--- config.mk ---
export PLATFORM = sky130hd
export DESIGN_NAME = qrs_isqrt
export DESIGN_NICKNAME = d
export VERILOG_FILES = /design/src/rtl/qrs_pkg.sv /design/src/rtl/qrs_isqrt.sv
export SDC_FILE = /design/constraint.sdc
export NUM_CORES = 2
export LEC_CHECK = 0
export BUFFER_PORTS_ARGS = -buffer_cell sky130_fd_sc_hd__buf_2
export CORE_ASPECT_RATIO = 1.1
export CORE_MARGIN = 1.5
export CORE_UTILIZATION = 55
export CTS_BUF_LIST = sky130_fd_sc_hd__clkbuf_2 sky130_fd_sc_hd__clkbuf_4 sky130_fd_sc_hd__clkbuf_8
export CTS_CLUSTER_SIZE = 12
export DETAILED_ROUTE_END_ITERATION = 16
export PLACE_DENSITY = 0.71
export SLEW_MARGIN = 20
export SYNTH_ARGS = -nofsm -noshare
export SYNTH_HDL_FRONTEND = slang
export SYNTH_SLANG_ARGS = --single-unit
--- constraint.sdc ---
create_clock -name clk -period 5.4 [get_ports clk]
set_clock_uncertainty 0.15 [all_clocks]
set_input_delay 0.81 -clock clk [delete_from_list [all_inputs] [get_ports clk]]
set_output_delay 0.81 -clock clk [all_outputs]
set_load 0.02 [all_outputs]
--- src/rtl/qrs_pkg.sv ---
`timescale 1ns / 1ps

package qrs_pkg;

  // Field widths
  localparam int COEF_W = 16;
  localparam int THR_W  = 16;
  localparam int Q_W    = 32;
  localparam int CNT_W  = 2;

  // Discriminant b*b - 4*a*c, and the positive radicand handed to the square root
  localparam int PROD_W = 2 * COEF_W;
  localparam int DISC_W = PROD_W + 2;
  localparam int RAD_W  = DISC_W - 1;
  localparam int FRAC_W = 16;

  // Square root of rad << 16: one result bit per stage
  localparam int ROOT_W  = (RAD_W + FRAC_W + 1) / 2;
  localparam int SQ_IN_W = 2 * ROOT_W;
  localparam int ISQ_LAT = ROOT_W;

  // Rounding divider: signed numerator, signed coefficient divisor
  localparam int NUM_W   = 34;
  localparam int DIV_N_W = NUM_W;
  localparam int DIV_D_W = COEF_W + 1;
  localparam int DIV_LAT = DIV_N_W + 2;

  localparam logic signed [Q_W-1:0] Q_MAX = {1'b0, {(Q_W-1){1'b1}}};
  localparam logic signed [Q_W-1:0] Q_MIN = {1'b1, {(Q_W-1){1'b0}}};

  typedef logic [CNT_W-1:0] count_t;
  localparam count_t CNT_NONE = 2'd0;
  localparam count_t CNT_ONE  = 2'd1;
  localparam count_t CNT_TWO  = 2'd2;
  localparam count_t CNT_INF  = 2'd3;

  typedef enum logic [2:0] {
    MODE_NONE,
    MODE_INF,
    MODE_LIN,
    MODE_DBL,
    MODE_TWO
  } mode_t;

  typedef struct packed {
    mode_t                    mode;
    logic signed [COEF_W-1:0] a;
    logic signed [COEF_W-1:0] b;
    logic signed [COEF_W-1:0] c;
  } side_t;

  typedef struct packed {
    count_t                count;
    logic signed [Q_W-1:0] r1;
    logic signed [Q_W-1:0] r2;
    logic                  ov;
  } res_t;

  // Magnitude of a coefficient; the most negative value maps to 2^15
  function automatic logic [COEF_W-1:0] mag16(input logic signed [COEF_W-1:0] x);
    logic signed [COEF_W-1:0] n;
    n = -x;
    return x[COEF_W-1] ? n : x;
  endfunction

endpackage

--- src/rtl/qrs_isqrt.sv ---
`timescale 1ns / 1ps

module qrs_isqrt (
  input  logic                       clk,
  input  logic                       rst,
  input  logic                       en,
  input  logic                       in_valid,
  input  logic [qrs_pkg::RAD_W-1:0]  rad,
  output logic                       out_valid,
  output logic [qrs_pkg::ROOT_W-1:0] root
);
  import qrs_pkg::*;

  localparam int REM_W = ROOT_W + 1;

  logic [ISQ_LAT-1:0] vld;
  logic [REM_W-1:0]   rem_s  [ISQ_LAT];
  logic [ROOT_W-1:0]  root_s [ISQ_LAT];
  logic [SQ_IN_W-1:0] x_s    [ISQ_LAT];
  logic [SQ_IN_W-1:0] x0;

  assign x0 = SQ_IN_W'({rad, {FRAC_W{1'b0}}});

  // One root bit per stage, most significant pair of radicand bits first
  for (genvar i = 0; i < ISQ_LAT; i++) begin : g_stage
    localparam int P = ISQ_LAT - 1 - i;
    logic [REM_W-1:0]   rem_in;
    logic [ROOT_W-1:0]  root_in;
    logic [SQ_IN_W-1:0] x_in;
    logic               v_in;
    logic [REM_W+1:0]   r;
    logic [REM_W+1:0]   t;
    logic               ge;

    if (i == 0) begin : g_first
      assign rem_in  = '0;
      assign root_in = '0;
      assign x_in    = x0;
      assign v_in    = in_valid;
    end else begin : g_next
      assign rem_in  = rem_s[i-1];
      assign root_in = root_s[i-1];
      assign x_in    = x_s[i-1];
      assign v_in    = vld[i-1];
    end

    assign r  = {rem_in, x_in[2*P+1 -: 2]};
    assign t  = (REM_W + 2)'({root_in, 2'b01});
    assign ge = r >= t;

    always_ff @(posedge clk) begin
      if (rst) begin
        vld[i] <= 1'b0;
      end else if (en) begin
        vld[i] <= v_in;
      end
    end

    always_ff @(posedge clk) begin
      if (en) begin
        rem_s[i]  <= ge ? REM_W'(r - t) : REM_W'(r);
        root_s[i] <= {root_in[ROOT_W-2:0], ge};
        x_s[i]    <= x_in;
      end
    end
  end

  assign out_valid = vld[ISQ_LAT-1];
  assign root      = root_s[ISQ_LAT-1];

endmodule

==> flow_metrics.tcl <==
set metrics [dict create \
    status "completed" \
    worst_slew_pin_slew_ps 1020 \
    required_ps 5870 \
    multi_input_comb_area_sq_mm 0.0225 \
    final_common_cell "edfxtp_1" \
    arrival_ps 4450 \
    post_cts_buffers 0 \
    synth_edf_count 1174 \
    rows 127 \
    synth_cell_types 99 \
    hold_class "primary input to register" \
    mostFrequentLayoutCells "1174 x edfxtp_1, 422 x inv_1, 354 x nor2_1, 335 x ha_1, 314 x a21oi_1" \
    grt_pass1_vias 37100 \
    io-pin-count 63 \
    cts-htree-levels 4 \
    clockBufferDepth 3 \
    regArea_sq_mm 0.0358 \
    vias 37500 \
    async_flop_share 0 \
    fmax_mhz 251 \
    powerDensity_mw_per_mm2 384 \
    design.core.area_sq_mm 0.109 \
    cts_buffers 189 \
    maxCapViolCount 0 \
    syn_nets 5298 \
    start_util 0.553 \
    synth_area_sq_mm 0.0602 \
    finalSetupTns_ps 0 \
    dp_hpwl_mm 81.6 \
    numClockSinks 1199 \
    avgSynthCellArea_sq_um 12.2 \
    grt_first_pass_wirelength_mm 183 \
    cp-end-kind "register" \
    ys_warn_count 0 \
    grt_max_degree 130 \
    syn_inst 4919 \
    ant_nets 0 \
    antenna_found_initial 1 \
    grt_use_total 0.203 \
    rsz0062_at_grt "false" \
    dieArea_sq_mm 0.112 \
    layout-area-overhead-vs-synth_pct 10.2 \
    first_iter_violations 2465 \
    portBuffers 62 \
    num-fill-cells 8444 \
    root_buffer "clkbuf_8" \
    clkTransAtPathRegs_ps 60 \
    slew_headroom 0.301 \
    gp_congestion 0.930 \
    die_w_um 319 \
    drc 0 \
    critical_path.max_fanout 34 \
    p_leak_nw 26.0 \
    nets 5530 \
    setup_violations 0 \
    drt-vias-per-instance 5.58 \
    drt_wl_total_mm 113 \
    die_h_um 350 \
    dr.pass1.iters 5 \
    clk-insertion-delay-late_ps 910 \
    final_layout_size_suffix_gt1_frac 0.102 \
    cp-start-kind "register" \
    wl_per_cell_um 16.8 \
    period_minus_slack_ps 3980 \
    period_share 0.738 \
    synth_seq_cells 1199 \
    synth-seq-area-share 0.593 \
    grt_remaining_overflow 0 \
    ir_drop_mv 0.289 \
    slew_violations 0 \
    synth_ff_type "edfxtp_1" \
    whs_ps 200 \
    cts_tree "done" \
    finalHoldViolCount 0 \
    critPathKind "register to register" \
]
==> state kept, by name, indices dropped and copies added (netlist names) <==
signal        count
rem_s           577
root_s          317
x_s             280
g_stage.v_in     24
out_valid         1
==> layout make-up <==
type	instances	area share
Inverter	425	0.0241
Multi-Input combinational cell	3208	0.339
Tap cell	1419	0.0267
Antenna cell	1	0.0000377
Clock buffer	249	0.0462
Sequential cell	1199	0.539
Clock inverter	89	0.0102
Timing Repair Buffer	128	0.0149
==> per-stage QoR <==
step / total power [mW] / area (sq um) / util / setup WS, ps / std cells
finish: 25.5 / 66400 / 0.610 / 1420 / 6718
global route: 26.8 / 66400 / 0.610 / 1190 / 6718
CTS: 25.7 / 66400 / 0.610 / 1440 / 6717
detailed placement: 18.0 / 62300 / 0.572 / 1470 / 6345
global placement: 17.9 / 62300 / 0.572 / 1530 / 6345
floorplan: 16.5 / 60200 / - / 1990 / 4919
==> what timing repair did <==
| item | in CTS | in global routing |
|---|---|---|
| hold endpoints to repair | 34 | 0 |
| resized for setup | 0 | 0 |
| hold buffers | 34 | 0 |
==> worst paths after layout <==
path | from | to | slack (ps) | cells past startpoint
setup / recovery | rem_s[2][78]$_SDFFCE_PP0P_ | rem_s[2][124]$_DFFE_PP_ | 1420 | 9
hold / removal | rst | g_stage[18].v_in$_SDFFE_PP0P_ | 200 | 2
setup reg to reg | rem_s[2][78]$_SDFFCE_PP0P_ | rem_s[2][124]$_DFFE_PP_ | 1420 | 9
hold reg to reg | x_s[0][177]$_DFFE_PP_ | x_s[0][227]$_DFFE_PP_ | 250 | 0
==> critical path, stage by stage (launching register included) <==
cell	delay (ps)
edfxtp_1	470
ha_1	270
fa_1	400
a21oi_1	260
o221a_2	260
o21ai_0	220
and4_1	280
a311oi_2	570
inv_2	420
mux2_2	370
==> power breakdown <==
part / internal (mW) / total, mW / switching (mW)
clock network: 3.99 / 7.56 / 3.57
logic: 2.38 / 5.32 / 2.94
registers: 11.8 / 12.6 / 0.820
==> cells in the mapped netlist, types with 27 or more instances <==
master / count / area share
xnor2_1: 261 / 0.038
nand2b_1: 59 / 0.0061
nor3_1: 143 / 0.012
nand3_1: 83 / 0.0069
mux2i_1: 36 / 0.0060
edfxtp_1: 1174 / 0.59
nand2_1: 287 / 0.018
nor2_1: 354 / 0.022
a21oi_1: 315 / 0.026
or3_1: 57 / 0.0059
a21o_1: 121 / 0.015
ha_1: 335 / 0.070
a211oi_1: 37 / 0.0046
nand4_1: 52 / 0.0054
o31ai_1: 27 / 0.0034
inv_1: 422 / 0.026
o21ai_0: 201 / 0.017
and3_1: 36 / 0.0037
mux2_2: 90 / 0.017
or4_1: 34 / 0.0042
o21bai_1: 27 / 0.0034
xor2_1: 183 / 0.027
o21a_1: 59 / 0.0074
nor2b_1: 45 / 0.0047
nor4_1: 61 / 0.0063
clkbuf_1: 59 / 0.0037
==> routing by layer <==
layer,share of wire,routed length [um],up-vias,GRT usage
li1,-,-,18600,-
met2,0.52,59300,806,0.375
met1,0.39,44600,17800,0.222
met3,0.036,4100,298,0.0356
met5,0,0,-,0
met4,0.045,5140,0,0.109
==> logic make-up after synthesis <==
group | Yosys count | share of synthesized area
xor+xnor | 444 | 0.0645
simple gates | 1336 | 0.112
other cells | 1 | 0.0000622
buf+inv | 512 | 0.0330
flops | 1199 | 0.593
fa+ha+maj | 342 | 0.0719
mux | 127 | 0.0230
compound gates | 958 | 0.102
(Power assumes the default switching activity.)
