==> config.mk <==
export PLATFORM = sky130hd
export DESIGN_NAME = qrs_front
export DESIGN_NICKNAME = d
export VERILOG_FILES = /design/src/rtl/qrs_pkg.sv /design/src/rtl/qrs_front.sv
export SDC_FILE = /design/constraint.sdc
export NUM_CORES = 2
export LEC_CHECK = 0
export BUFFER_PORTS_ARGS = -buffer_cell sky130_fd_sc_hd__buf_2
export CORE_MARGIN = 2
export CORE_UTILIZATION = 30
export CTS_CLUSTER_SIZE = 14
export DETAILED_ROUTE_END_ITERATION = 16
export PLACE_DENSITY = 0.44
export SLEW_MARGIN = 20
export SYNTH_ARGS = -nofsm -noshare
export SYNTH_HDL_FRONTEND = slang
export SYNTH_SLANG_ARGS = --single-unit
==> constraint.sdc <==
create_clock -name clk -period 11.3 [get_ports clk]
set_clock_uncertainty 0.15 [all_clocks]
set_input_delay 0.565 -clock clk [delete_from_list [all_inputs] [get_ports clk]]
set_output_delay 0.565 -clock clk [all_outputs]
set_load 0.01 [all_outputs]
==> src/rtl/qrs_pkg.sv <==
`timescale 1ns / 1ps

package qrs_pkg;

  // Field widths
  localparam int COEF_W = 16;
  localparam int THR_W  = 16;
  localparam int Q_W    = 32;
  localparam int CNT_W  = 2;

  // Discriminant b*b - 4*a*c, and the positive radicand handed to the square root
  localparam int PROD_W = 2 * COEF_W;
  localparam int DISC_W = PROD_W + 2;
  localparam int RAD_W  = DISC_W - 1;
  localparam int FRAC_W = 16;

  // Square root of rad << 16: one result bit per stage
  localparam int ROOT_W  = (RAD_W + FRAC_W + 1) / 2;
  localparam int SQ_IN_W = 2 * ROOT_W;
  localparam int ISQ_LAT = ROOT_W;

  // Rounding divider: signed numerator, signed coefficient divisor
  localparam int NUM_W   = 34;
  localparam int DIV_N_W = NUM_W;
  localparam int DIV_D_W = COEF_W + 1;
  localparam int DIV_LAT = DIV_N_W + 2;

  localparam logic signed [Q_W-1:0] Q_MAX = {1'b0, {(Q_W-1){1'b1}}};
  localparam logic signed [Q_W-1:0] Q_MIN = {1'b1, {(Q_W-1){1'b0}}};

  typedef logic [CNT_W-1:0] count_t;
  localparam count_t CNT_NONE = 2'd0;
  localparam count_t CNT_ONE  = 2'd1;
  localparam count_t CNT_TWO  = 2'd2;
  localparam count_t CNT_INF  = 2'd3;

  typedef enum logic [2:0] {
    MODE_NONE,
    MODE_INF,
    MODE_LIN,
    MODE_DBL,
    MODE_TWO
  } mode_t;

  typedef struct packed {
    mode_t                    mode;
    logic signed [COEF_W-1:0] a;
    logic signed [COEF_W-1:0] b;
    logic signed [COEF_W-1:0] c;
  } side_t;

  typedef struct packed {
    count_t                count;
    logic signed [Q_W-1:0] r1;
    logic signed [Q_W-1:0] r2;
    logic                  ov;
  } res_t;

  // Magnitude of a coefficient; the most negative value maps to 2^15
  function automatic logic [COEF_W-1:0] mag16(input logic signed [COEF_W-1:0] x);
    logic signed [COEF_W-1:0] n;
    n = -x;
    return x[COEF_W-1] ? n : x;
  endfunction

endpackage

==> src/rtl/qrs_front.sv <==
`timescale 1ns / 1ps

module qrs_front (
  input  logic                              clk,
  input  logic                              rst,
  input  logic                              en,
  input  logic                              in_valid,
  input  logic signed [qrs_pkg::COEF_W-1:0] a,
  input  logic signed [qrs_pkg::COEF_W-1:0] b,
  input  logic signed [qrs_pkg::COEF_W-1:0] c,
  input  logic [qrs_pkg::THR_W-1:0]         thr,
  output logic                              out_valid,
  output qrs_pkg::side_t                    side,
  output logic [qrs_pkg::RAD_W-1:0]         rad
);
  import qrs_pkg::*;

  localparam int SH_W = COEF_W + 8;

  logic                     v0, v1, v2;
  logic signed [COEF_W-1:0] a0, b0, c0, a1, b1, c1;
  logic signed [PROD_W-1:0] bb, ac;
  logic                     az, bz, cz;
  logic                     az_next, bz_next, cz_next;
  logic signed [DISC_W-1:0] disc;
  logic [DISC_W-1:0]        dmag;
  logic                     dz;
  mode_t                    mode_next;

  // Valid bits
  always_ff @(posedge clk) begin
    if (rst) begin
      v0 <= 1'b0;
      v1 <= 1'b0;
      v2 <= 1'b0;
    end else if (en) begin
      v0 <= in_valid;
      v1 <= v0;
      v2 <= v1;
    end
  end

  // Capture coefficients
  always_ff @(posedge clk) begin
    if (en) begin
      a0 <= a;
      b0 <= b;
      c0 <= c;
    end
  end

  // Zero tests on coefficients, scaled to Q16.16
  assign az_next = {mag16(a0), 8'b0} < SH_W'(thr);
  assign bz_next = {mag16(b0), 8'b0} < SH_W'(thr);
  assign cz_next = {mag16(c0), 8'b0} < SH_W'(thr);

  // Products and flags
  always_ff @(posedge clk) begin
    if (en) begin
      bb <= b0 * b0;
      ac <= a0 * c0;
      az <= az_next;
      bz <= bz_next;
      cz <= cz_next;
      a1 <= a0;
      b1 <= b0;
      c1 <= c0;
    end
  end

  // Discriminant and case selection; an exact zero that is not below the
  // threshold gives no root
  always_comb begin
    disc = {{2{bb[PROD_W-1]}}, bb} - {ac, 2'b00};
    dmag = disc[DISC_W-1] ? DISC_W'(-disc) : DISC_W'(disc);
    dz   = dmag < DISC_W'(thr);
    if (az) begin
      if (bz) begin
        mode_next = cz ? MODE_INF : MODE_NONE;
      end else begin
        mode_next = MODE_LIN;
      end
    end else if (dz) begin
      mode_next = MODE_DBL;
    end else if (!disc[DISC_W-1] && (disc != '0)) begin
      mode_next = MODE_TWO;
    end else begin
      mode_next = MODE_NONE;
    end
  end

  always_ff @(posedge clk) begin
    if (en) begin
      side.mode <= mode_next;
      side.a    <= a1;
      side.b    <= b1;
      side.c    <= c1;
      rad       <= (mode_next == MODE_TWO) ? disc[RAD_W-1:0] : '0;
    end
  end

  assign out_valid = v2;

endmodule

==> flow_summary_export.csv <==
group,metric,value,unit
timing,final_max_slew_viol_count,0,
placed_design,dp_cells,4570,
global_routing,globalRoute.totalOverflow,0,
detailed_routing,via_per_inst,4.577,
finish,fin_cells,4674,
clock_network,cts.sinks,247,
critical_path,arrival,8.07,ns
logic_synthesis,synth.area.top_cells,"fa_1 32%, edfxtp_1 23%, ha_1 9.8%",
global_routing,grt_pass1_vias,22779,
global_routing,antenna_found_initial,1,
clock_network,root_buffer,"clkbuf_16",
floorplan,coreArea,103600,um^2
logic_synthesis,synthFlopType,"edfxtp_1",
logic_synthesis,async_reset_ff_share,0,%
detailed_routing,ant_nets,0,
floorplan,rows,118,
timing,fmax,0.1271,GHz
logic_synthesis,netlist_instances,3124,
critical_path,path_class,"reg2reg",
detailed_routing,via_count,21394,
detailed_routing,drc,0,
logic_synthesis,ys_types,99,
clock_network,clk_pin_slew,0.06,ns
timing,slew_headroom,31.36,%
logic_synthesis,synth_top_area_share,32.05,%
logic_synthesis,syn_area,31350,um^2
detailed_routing,firstDrtPassIters,5,
floorplan,dieWidth,327.3,um
logic_synthesis,post-synth-top-count-cell,"inv_1",
floorplan,io_pins,153,
clock_network,clock_latency,0.61,ns
placed_design,placed_area,33610,um^2
detailed_routing,wl_per_cell,17.06,um
logic_synthesis,syn_nets,3939,
detailed_routing,totalWireLength,79740,um
timing,finalCriticalPeriod,7.869,ns
global_routing,grt_max_degree,89,
critical_path,crit_path_end_kind,"register",
floorplan,fp.dieArea,107100,um^2
hold_path,hold_path_class,"in2reg",
placed_design,hpwl,63830,um
logic_synthesis,syn_area_per_cell,10.04,um^2
clock_network,cts_made_buffers,29,
global_routing,grt_pass1_wl,129100,um
finish,syn_to_final_growth,12.19,%
logic_synthesis,yosys_warnings,0,
clock_network,clockBufferDepth,3,
critical_path,rr_worst_depth,24,
run,drv_cap,0,
placed_design,gp_congestion,0.8666,
timing,rsz0062_at_grt,"no",
hold_path,min_path_cells,3,
timing,finalHoldViolations,0,
finish,postLayoutCellArea,35180,um^2
global_routing,grt_usage,15.38,%
finish,layout.nets,4085,
timing,finalSetupViolCount,0,
finish,fill_cells,10827,
clock_network,htreeDepth,1,
critical_path,startpoint_type,"register",
logic_synthesis,seq_area_frac_synth,23.56,%
placed_design,portBuffers,151,
critical_path,cp_max_fo,16,
floorplan,start_util,30.25,%
outcome,status,"finished, final reports clean",
timing,tightest_slew,1.030,ns
timing,holdWs,0.05312,ns
logic_synthesis,synth_top_area_cell,"fa_1",
logic_synthesis,synth_commonest_cells,"701 x inv_1, 502 x fa_1, 284 x nand2_1, 245 x ha_1, 244 x edfxtp_1",
logic_synthesis,synth-edff-count,244,
clock_network,cts_tree,"built",
timing,fin_crit_sh,69.64,%
floorplan,die_h,327.3,um
detailed_routing,drtIter0Drc,1222,
logic_synthesis,ys_ff_latch,247,
finish,drive_gt1_share,8.473,%
critical_path,required,11.50,ns
timing,tns,0,ns
==> flip-flops by register name (all words and copies together), names as in the netlist, 16 cells and up <==
signal / count
side: 51
ac: 32
rad: 32
bb: 30
a0: 16
a1: 16
b0: 16
b1: 16
c0: 16
c1: 16
==> worst max-delay path: stages (launching register included) <==
cell	delay (ns)
edfxtp_1	0.80
clkinv_1	0.50
nor2_1	0.36
fa_1	0.44
inv_1	0.08
fa_1	0.42
inv_1	0.09
fa_1	0.41
inv_1	0.07
fa_1	0.40
inv_1	0.08
fa_1	0.41
fa_1	0.49
ha_1	0.38
nand3_1	0.11
nand2_1	0.05
a41oi_1	0.23
a21oi_1	0.17
a31oi_1	0.37
o21ai_0	0.33
a221o_1	0.43
nor2b_1	0.14
nor4b_1	0.41
a21oi_1	0.15
xnor2_1	0.14
==> layout make-up <==
type,count,area [um^2],area share [%]
multi-input cells,2057,20870,59.32
flip-flops and latches,247,7387,21.00
inverters,706,2650,7.534
well taps,1380,1727,4.909
repair buffers,229,1474,4.190
clock buffers,30,729.5,2.074
clock inverters,24,340.3,0.9675
diodes,1,2.502,0.007114
==> cells by family after synthesis <==
| kind of cell | share of synthesized area [%] |
|---|---|
| buffers and inverters | 9.901 |
| multiplexers | 0.4629 |
| AND/OR/NAND/NOR | 12.72 |
| other | 0.01196 |
| AO/OA/AOI/OAI | 7.662 |
| XOR/XNOR | 3.847 |
| adder cells (fa/ha/maj) | 41.83 |
| flip-flops | 23.56 |
==> per-layer routing <==
layer	global-route usage, %	vias up	wire length, um	part of all wire (%)
met5	0	-	0	0
met4	2.782	0	1186	1.5
met3	1.465	50	2832	3.6
met2	25.84	330	38240	48
met1	21.74	10853	37480	47
li1	-	10161	-	-
==> final timing paths <==
| path | endpoint | start | slack (ns) |
|---|---|---|---|
| hold reg to reg | side[22] | b1[6] | 0.27 |
| setup reg to reg | bb[31] | b0[1] | 3.43 |
| hold / removal | v0 | in_valid | 0.05 |
| setup / recovery | bb[31] | b0[1] | 3.43 |
==> stage by stage <==
| step | utilization, % | worst slack [ns] |
|---|---|---|
| final | 33.94 | 3.431 |
| after global routing | 33.94 | 2.783 |
| after CTS | 33.94 | 3.397 |
| after detailed placement | 32.43 | 3.419 |
| after global placement | 32.43 | 3.513 |
| after floorplan | - | 4.112 |
==> layout by cell type, fill, tap and decap left out, drive strengths merged, types with 7 or more instances in the layout <==
master	netlist	routed
a211oi	11	11
a21o	49	49
a21oi	96	96
a31oi	11	11
and2	139	139
and3	15	15
buf	15	180
bufinv	0	7
clkbuf	99	30
clkinv	4	14
dlygate4sd3	0	49
edfxtp	244	244
fa	502	502
ha	245	245
inv	702	706
mux2i	10	10
nand2	284	284
nand2b	26	26
nand3	37	37
nand4	19	19
nor2	153	153
nor2b	20	20
nor3	43	43
nor4	11	11
o211ai	8	8
o21a	9	9
o21ai	62	62
o21bai	15	15
o31ai	16	16
or2	14	14
or3	19	19
or4	7	7
xnor2	108	108
xor2	28	28
==> timing repair <==
action,in CTS,in global routing
endpoints found under the hold margin,51,0
setup buffers,0,0
hold buffers,49,0
gates resized for setup,0,0
Power is not shown: default switching activity piles up to over one toggle a cycle in this logic, so the estimate is an artifact.
