[src/rtl/qrs_pkg.sv]
`timescale 1ns / 1ps

package qrs_pkg;

  // Field widths
  localparam int COEF_W = 16;
  localparam int THR_W  = 16;
  localparam int Q_W    = 32;
  localparam int CNT_W  = 2;

  // Discriminant b*b - 4*a*c, and the positive radicand handed to the square root
  localparam int PROD_W = 2 * COEF_W;
  localparam int DISC_W = PROD_W + 2;
  localparam int RAD_W  = DISC_W - 1;
  localparam int FRAC_W = 16;

  // Square root of rad << 16: one result bit per stage
  localparam int ROOT_W  = (RAD_W + FRAC_W + 1) / 2;
  localparam int SQ_IN_W = 2 * ROOT_W;
  localparam int ISQ_LAT = ROOT_W;

  // Rounding divider: signed numerator, signed coefficient divisor
  localparam int NUM_W   = 34;
  localparam int DIV_N_W = NUM_W;
  localparam int DIV_D_W = COEF_W + 1;
  localparam int DIV_LAT = DIV_N_W + 2;

  localparam logic signed [Q_W-1:0] Q_MAX = {1'b0, {(Q_W-1){1'b1}}};
  localparam logic signed [Q_W-1:0] Q_MIN = {1'b1, {(Q_W-1){1'b0}}};

  typedef logic [CNT_W-1:0] count_t;
  localparam count_t CNT_NONE = 2'd0;
  localparam count_t CNT_ONE  = 2'd1;
  localparam count_t CNT_TWO  = 2'd2;
  localparam count_t CNT_INF  = 2'd3;

  typedef enum logic [2:0] {
    MODE_NONE,
    MODE_INF,
    MODE_LIN,
    MODE_DBL,
    MODE_TWO
  } mode_t;

  typedef struct packed {
    mode_t                    mode;
    logic signed [COEF_W-1:0] a;
    logic signed [COEF_W-1:0] b;
    logic signed [COEF_W-1:0] c;
  } side_t;

  typedef struct packed {
    count_t                count;
    logic signed [Q_W-1:0] r1;
    logic signed [Q_W-1:0] r2;
    logic                  ov;
  } res_t;

  // Magnitude of a coefficient; the most negative value maps to 2^15
  function automatic logic [COEF_W-1:0] mag16(input logic signed [COEF_W-1:0] x);
    logic signed [COEF_W-1:0] n;
    n = -x;
    return x[COEF_W-1] ? n : x;
  endfunction

endpackage

[src/rtl/qrs_div.sv]
`timescale 1ns / 1ps

module qrs_div (
  input  logic                              clk,
  input  logic                              rst,
  input  logic                              en,
  input  logic                              in_valid,
  input  logic signed [qrs_pkg::NUM_W-1:0]  num,
  input  logic signed [qrs_pkg::COEF_W-1:0] den,
  output logic                              out_valid,
  output logic signed [qrs_pkg::Q_W-1:0]    quo,
  output logic                              ov
);
  import qrs_pkg::*;

  localparam int STG = DIV_N_W;

  logic [NUM_W-1:0]   un;
  logic [COEF_W-1:0]  ud;
  logic               pv;
  logic [DIV_N_W-1:0] pn;
  logic [DIV_D_W-1:0] pd;
  logic               pneg, pnneg, pdz;

  logic [STG-1:0]     vld;
  logic [DIV_D_W-1:0] rem_s  [STG];
  logic [DIV_N_W-1:0] n_s    [STG];
  logic [DIV_N_W-1:0] q_s    [STG];
  logic [DIV_D_W-1:0] d_s    [STG];
  logic [2:0]         f_s    [STG];

  logic [DIV_N_W-1:0]    qf;
  logic                  fneg, fnneg, fdz;
  logic signed [Q_W-1:0] quo_next;
  logic                  ov_next;
  logic                  fv;

  // Prepare magnitudes: N = 2|n| + |d|, D = 2|d| gives a rounded quotient
  assign un = num[NUM_W-1] ? NUM_W'(-num) : NUM_W'(num);
  assign ud = mag16(den);

  always_ff @(posedge clk) begin
    if (rst) begin
      pv <= 1'b0;
    end else if (en) begin
      pv <= in_valid;
    end
  end

  always_ff @(posedge clk) begin
    if (en) begin
      pn    <= {un[DIV_N_W-2:0], 1'b0} + DIV_N_W'(ud);
      pd    <= {ud, 1'b0};
      pneg  <= num[NUM_W-1] ^ den[COEF_W-1];
      pnneg <= num[NUM_W-1];
      pdz   <= (den == '0);
    end
  end

  // Restoring division, one quotient bit per stage
  for (genvar k = 0; k < STG; k++) begin : g_stage
    localparam int J = DIV_N_W - 1 - k;
    logic [DIV_D_W-1:0] rem_in;
    logic [DIV_N_W-1:0] n_in;
    logic [DIV_N_W-1:0] q_in;
    logic [DIV_D_W-1:0] d_in;
    logic [2:0]         f_in;
    logic               v_in;
    logic [DIV_D_W:0]   r;
    logic               ge;
    logic [DIV_N_W-1:0] q_out;

    if (k == 0) begin : g_first
      assign rem_in = '0;
      assign n_in   = pn;
      assign q_in   = '0;
      assign d_in   = pd;
      assign f_in   = {pneg, pnneg, pdz};
      assign v_in   = pv;
    end else begin : g_next
      assign rem_in = rem_s[k-1];
      assign n_in   = n_s[k-1];
      assign q_in   = q_s[k-1];
      assign d_in   = d_s[k-1];
      assign f_in   = f_s[k-1];
      assign v_in   = vld[k-1];
    end

    assign r  = {rem_in, n_in[J]};
    assign ge = r >= {1'b0, d_in};

    always_comb begin
      q_out    = q_in;
      q_out[J] = ge;
    end

    always_ff @(posedge clk) begin
      if (rst) begin
        vld[k] <= 1'b0;
      end else if (en) begin
        vld[k] <= v_in;
      end
    end

    always_ff @(posedge clk) begin
      if (en) begin
        rem_s[k] <= ge ? DIV_D_W'(r - {1'b0, d_in}) : DIV_D_W'(r);
        n_s[k]   <= n_in;
        q_s[k]   <= q_out;
        d_s[k]   <= d_in;
        f_s[k]   <= f_in;
      end
    end
  end

  // Apply sign and clamp to the Q16.16 range
  assign qf    = q_s[STG-1];
  assign fneg  = f_s[STG-1][2];
  assign fnneg = f_s[STG-1][1];
  assign fdz   = f_s[STG-1][0];
  assign fv    = vld[STG-1];

  always_comb begin
    if (fdz) begin
      quo_next = fnneg ? Q_MIN : Q_MAX;
      ov_next  = 1'b1;
    end else if (fneg) begin
      if (qf > DIV_N_W'({1'b1, {(Q_W-1){1'b0}}})) begin
        quo_next = Q_MIN;
        ov_next  = 1'b1;
      end else begin
        quo_next = Q_W'(-qf);
        ov_next  = 1'b0;
      end
    end else begin
      if (qf > DIV_N_W'(Q_MAX)) begin
        quo_next = Q_MAX;
        ov_next  = 1'b1;
      end else begin
        quo_next = Q_W'(qf);
        ov_next  = 1'b0;
      end
    end
  end

  always_ff @(posedge clk) begin
    if (rst) begin
      out_valid <= 1'b0;
    end else if (en) begin
      out_valid <= fv;
    end
  end

  always_ff @(posedge clk) begin
    if (en) begin
      quo <= quo_next;
      ov  <= ov_next;
    end
  end

endmodule

[config.mk]
export PLATFORM = sky130hd
export DESIGN_NAME = qrs_div
export DESIGN_NICKNAME = d
export VERILOG_FILES = /design/src/rtl/qrs_pkg.sv /design/src/rtl/qrs_div.sv
export SDC_FILE = /design/constraint.sdc
export NUM_CORES = 2
export LEC_CHECK = 0
export ABC_AREA = 1
export CORE_ASPECT_RATIO = 0.6
export CORE_MARGIN = 2
export CORE_UTILIZATION = 40
export DETAILED_ROUTE_END_ITERATION = 12
export DONT_BUFFER_PORTS = 1
export GPL_ROUTABILITY_DRIVEN = 0
export MAX_ROUTING_LAYER = met4
export PLACE_DENSITY_LB_ADDON = 0.15
export SLEW_MARGIN = 10
export SYNTH_ARGS = -nofsm -noshare
export SYNTH_HDL_FRONTEND = slang
export SYNTH_SLANG_ARGS = --single-unit
[constraint.sdc]
create_clock -name clk -period 6.2 [get_ports clk]
set_clock_uncertainty 0.1 [all_clocks]
set_input_delay 1.24 -clock clk [delete_from_list [all_inputs] [get_ports clk]]
set_output_delay 1.24 -clock clk [all_outputs]
set_load 0.03 [all_outputs]
==> impl_metrics.env <==
export IMPL_outcome="finished clean"
export IMPL_slew_viol_final=0
export IMPL_worstHoldEndpoint="q_s[26][11]"
export IMPL_path_max_fanout=241
export IMPL_layout_cells_non_filler=12800
export IMPL_pre_cts_ws_ps=-152.4
export IMPL_hpwl_mm=162.2
export IMPL_routedWlPerCell_um=17.92
export IMPL_synth_ff_type="edfxtp_1"
export IMPL_overflow=0
export IMPL_wl_mm=229.3
export IMPL_yosysWarnings=0
export IMPL_fp_row_count=148
export IMPL_cp_end_kind="flip-flop"
export IMPL_ctsHoldBuffers=0
export IMPL_grt_util_all_layers_pct=16.69
export IMPL_n_fill_cell=24530
export IMPL_cp_arrival_ps=5840
export IMPL_postLayoutCoreUtil_pct=44.65
export IMPL_crit_slowest_cell="buf_16"
export IMPL_switchingPower_mw=18.54
export IMPL_finalSetupTns_ps=0
export IMPL_worstSetupPathType="in -> reg"
export IMPL_grt_pass1_vias=61030
export IMPL_syn_inst=8894
export IMPL_ir_worst_vdd_uv=245.5
export IMPL_setup_viol=0
export IMPL_clock_path_buffers=4
export IMPL_combPwrFrac_pct=30.4
export IMPL_layout_nets=9646
export IMPL_cp_num_cells=5
export IMPL_worst_r2r_cell_count=9
export IMPL_ys_async_sr_fraction_pct=0
export IMPL_die_h_um=408.2
export IMPL_hold_start="q_s[25][11]"
export IMPL_areaGrowthSynthToFinish_pct=11.05
export IMPL_rr_endpoint="rem_s[16][13]"
export IMPL_viasPerCell=5.092
export IMPL_r2r_start="n_s[15][0]"
export IMPL_period_share_pct=87.98
export IMPL_hold_violations=0
export IMPL_yosysUniqueCellTypes=49
export IMPL_firstDrtPassIters=8
export IMPL_start_util_pct=40.21
export IMPL_fmax_mhz=183.3
export IMPL_dieArea_um2=276700
export IMPL_root_buffer="clkbuf_16"
export IMPL_antenna_found_initial=13
export IMPL_post_cts_resized=0
export IMPL_drc=0
export IMPL_cts_sinks=2435
export IMPL_io_buffers=0
export IMPL_critPathBufInv=5
export IMPL_rsz0062_at_grt="no"
export IMPL_seqPwrFrac_pct=42.9
export IMPL_post_place_cells=12380
export IMPL_synth_edf_count=2399
export IMPL_worst_pin_slew_ps=1374
export IMPL_p_int_mw=36.50
export IMPL_vias=65160
export IMPL_grt_pass1_wl_mm=356.0
export IMPL_power_leakage_nw=47.14
export IMPL_coreArea_um2=270900
export IMPL_place_area_um2=113100
export IMPL_final_design_area_no_fill_um2=121000
export IMPL_crit_family="buffers and inverters"
export IMPL_grt_max_degree=284
export IMPL_die_width_um=677.7
export IMPL_cts_tree="yes"
export IMPL_ant_nets=0
export IMPL_max_slew_margin_pct=8.420
export IMPL_ioPinCount=88
export IMPL_r2r_setup_slack_ps=2290
export IMPL_syn_nets=9525
export IMPL_crit_path_start_kind="input pin"
export IMPL_ys_ff_latch=2435
export IMPL_cts_buffers=233
export IMPL_min_period_ps=5455
export IMPL_drtIter0Drc=7537
export IMPL_clk_pin_slew_worst_paths_ps=60
export IMPL_critPathMostFrequentCell="buf_16"
export IMPL_critPathMaxStageDelay_ps=730
export IMPL_worstHoldPathType="reg -> reg"
export IMPL_synth_area_um2=108900
export IMPL_switching_share_pct=33.69
export IMPL_clock_latency_ps=890
export IMPL_finalWorstSetupSlack_ps=745.4
export IMPL_cts_setup_buffers=0
export IMPL_cp_required_ps=6590
export IMPL_syn_avg_cell_area_um2=12.25
export IMPL_seq_area_frac_synth_pct=66.79
export IMPL_hold_depth=0
export IMPL_cp_cell_sequence="buf_16 > buf_16 > buf_16 > buf_16 > buf_16"
export IMPL_maxCapViolCount=0
export IMPL_power_density_nw_per_um2=455.0
export IMPL_htreeDepth=4
export IMPL_p_clk_share_pct=26.7
export IMPL_drive_above_1_share_pct=4.589
[layer usage]
layer	vias up	GRT usage [%]	wire [um]
met4	0	3.414	4157
met2	1968	20.47	84910
met1	31340	27.24	121300
met3	286	3.799	18950
li1	31570	-	-
met5	-	-	0
[final cells by class]
cell class	count	area [um2]	share of cell area, %
sequential	2435	72760	60.14
inverter	1127	4230	3.497
clock inverter	141	1728	1.428
antenna	1	2.502	0.002069
timing repair buffer	17	387.9	0.3206
clock buffer	275	6073	5.020
multi-input combinational	5201	31290	25.86
tap	3600	4504	3.723
[logic make-up after synthesis]
family,count (synthesis),synth area share [%]
AOI/OAI and AO/OA,1732,8.679
xor gates and xnor gates,513,4.125
and+or+nand+nor,2379,9.064
buffers and inverters,1258,4.485
DFF,2435,66.79
adders and majority gates,577,6.855
[worst register-to-register path, stage by stage, from the launching register on]
cell      delay [ps]
edfxtp_1         530
ha_1             370
fa_1             450
o21ai_0          380
a21oi_1          290
o21ai_0          340
a21boi_0         250
o21ai_0          260
xor2_1           110
o21ai_0          560
[per-stage QoR]
step / hold slack, ps / power, mW
floorplan: 300.3 / 35.44
global placement: 300.0 / 39.93
detailed placement: 304.5 / 40.26
CTS: 251.9 / 55.25
global route: 275.9 / 58.62
finish: 290.0 / 55.04
[power by group through the flow]
stage	clock network, mW	registers (mW)	logic [mW]
5_1_grt	15.9	23.9	18.9
6_report	14.7	23.6	16.7
4_1_cts	15.2	23.6	16.4
3_5_place_dp	0	24.0	16.3
3_3_place_gp	0	23.9	16.0
2_1_floorplan	0	23.2	12.3
[layout by cell type, fill, tap and decap left out, drive strengths merged, types with 48 or more instances in the layout]
master / instances
edfxtp: 2399
o21a: 48
clkinv: 88
nor3: 116
clkbuf: 275
inv: 1128
nand4: 87
xnor2: 211
xor2: 302
a21oi: 556
o21ai: 889
nand3: 139
nor2: 418
nand2: 1551
ha: 544
[worst max-delay path by stage]
stage	start	end	slack (ps)
6_report	en	rem_s[4][10]	750
2_1_floorplan	num[33]	g_stage[0].n_in[33]	2050
3_3_place_gp	en	g_stage[0].n_in[22]	-3
4_1_cts	en	n_s[1][22]	860
5_1_grt	en	n_s[1][22]	380
3_5_place_dp	en	g_stage[0].n_in[18]	-150
[flip-flops by register name, summed over array words and instances, names as in the netlist, 15 cells and up]
signal        cells
g_stage.v_in     34
f_s             102
g_stage.n_in     34
n_s             588
q_s             595
d_s             495
rem_s           534
g_stage.d_in     15
quo              32
[synth_stat cells (15+ instances only)]
library cell / n / share of area, %
a211o_1: 19 / 0.15
a21boi_0: 35 / 0.24
a21o_1: 33 / 0.23
a21oi_1: 554 / 2.5
a221oi_1: 28 / 0.23
a31oi_1: 15 / 0.086
buf_2: 41 / 0.19
clkbuf_1: 61 / 0.21
dfxtp_1: 36 / 0.66
edfxtp_1: 2399 / 66
fa_1: 33 / 0.61
ha_1: 544 / 6.2
inv_1: 1119 / 3.9
nand2_1: 1534 / 5.3
nand2_2: 17 / 0.098
nand3_1: 132 / 0.61
nand4_1: 87 / 0.50
nor2_1: 394 / 1.4
nor2_2: 20 / 0.11
nor3_1: 110 / 0.51
nor4_1: 21 / 0.12
o211ai_1: 37 / 0.25
o21a_1: 48 / 0.33
o21ai_0: 859 / 3.9
o21ai_1: 28 / 0.13
o31ai_1: 46 / 0.32
xnor2_1: 211 / 1.7
xor2_1: 302 / 2.4
(Power assumes the default switching activity.)
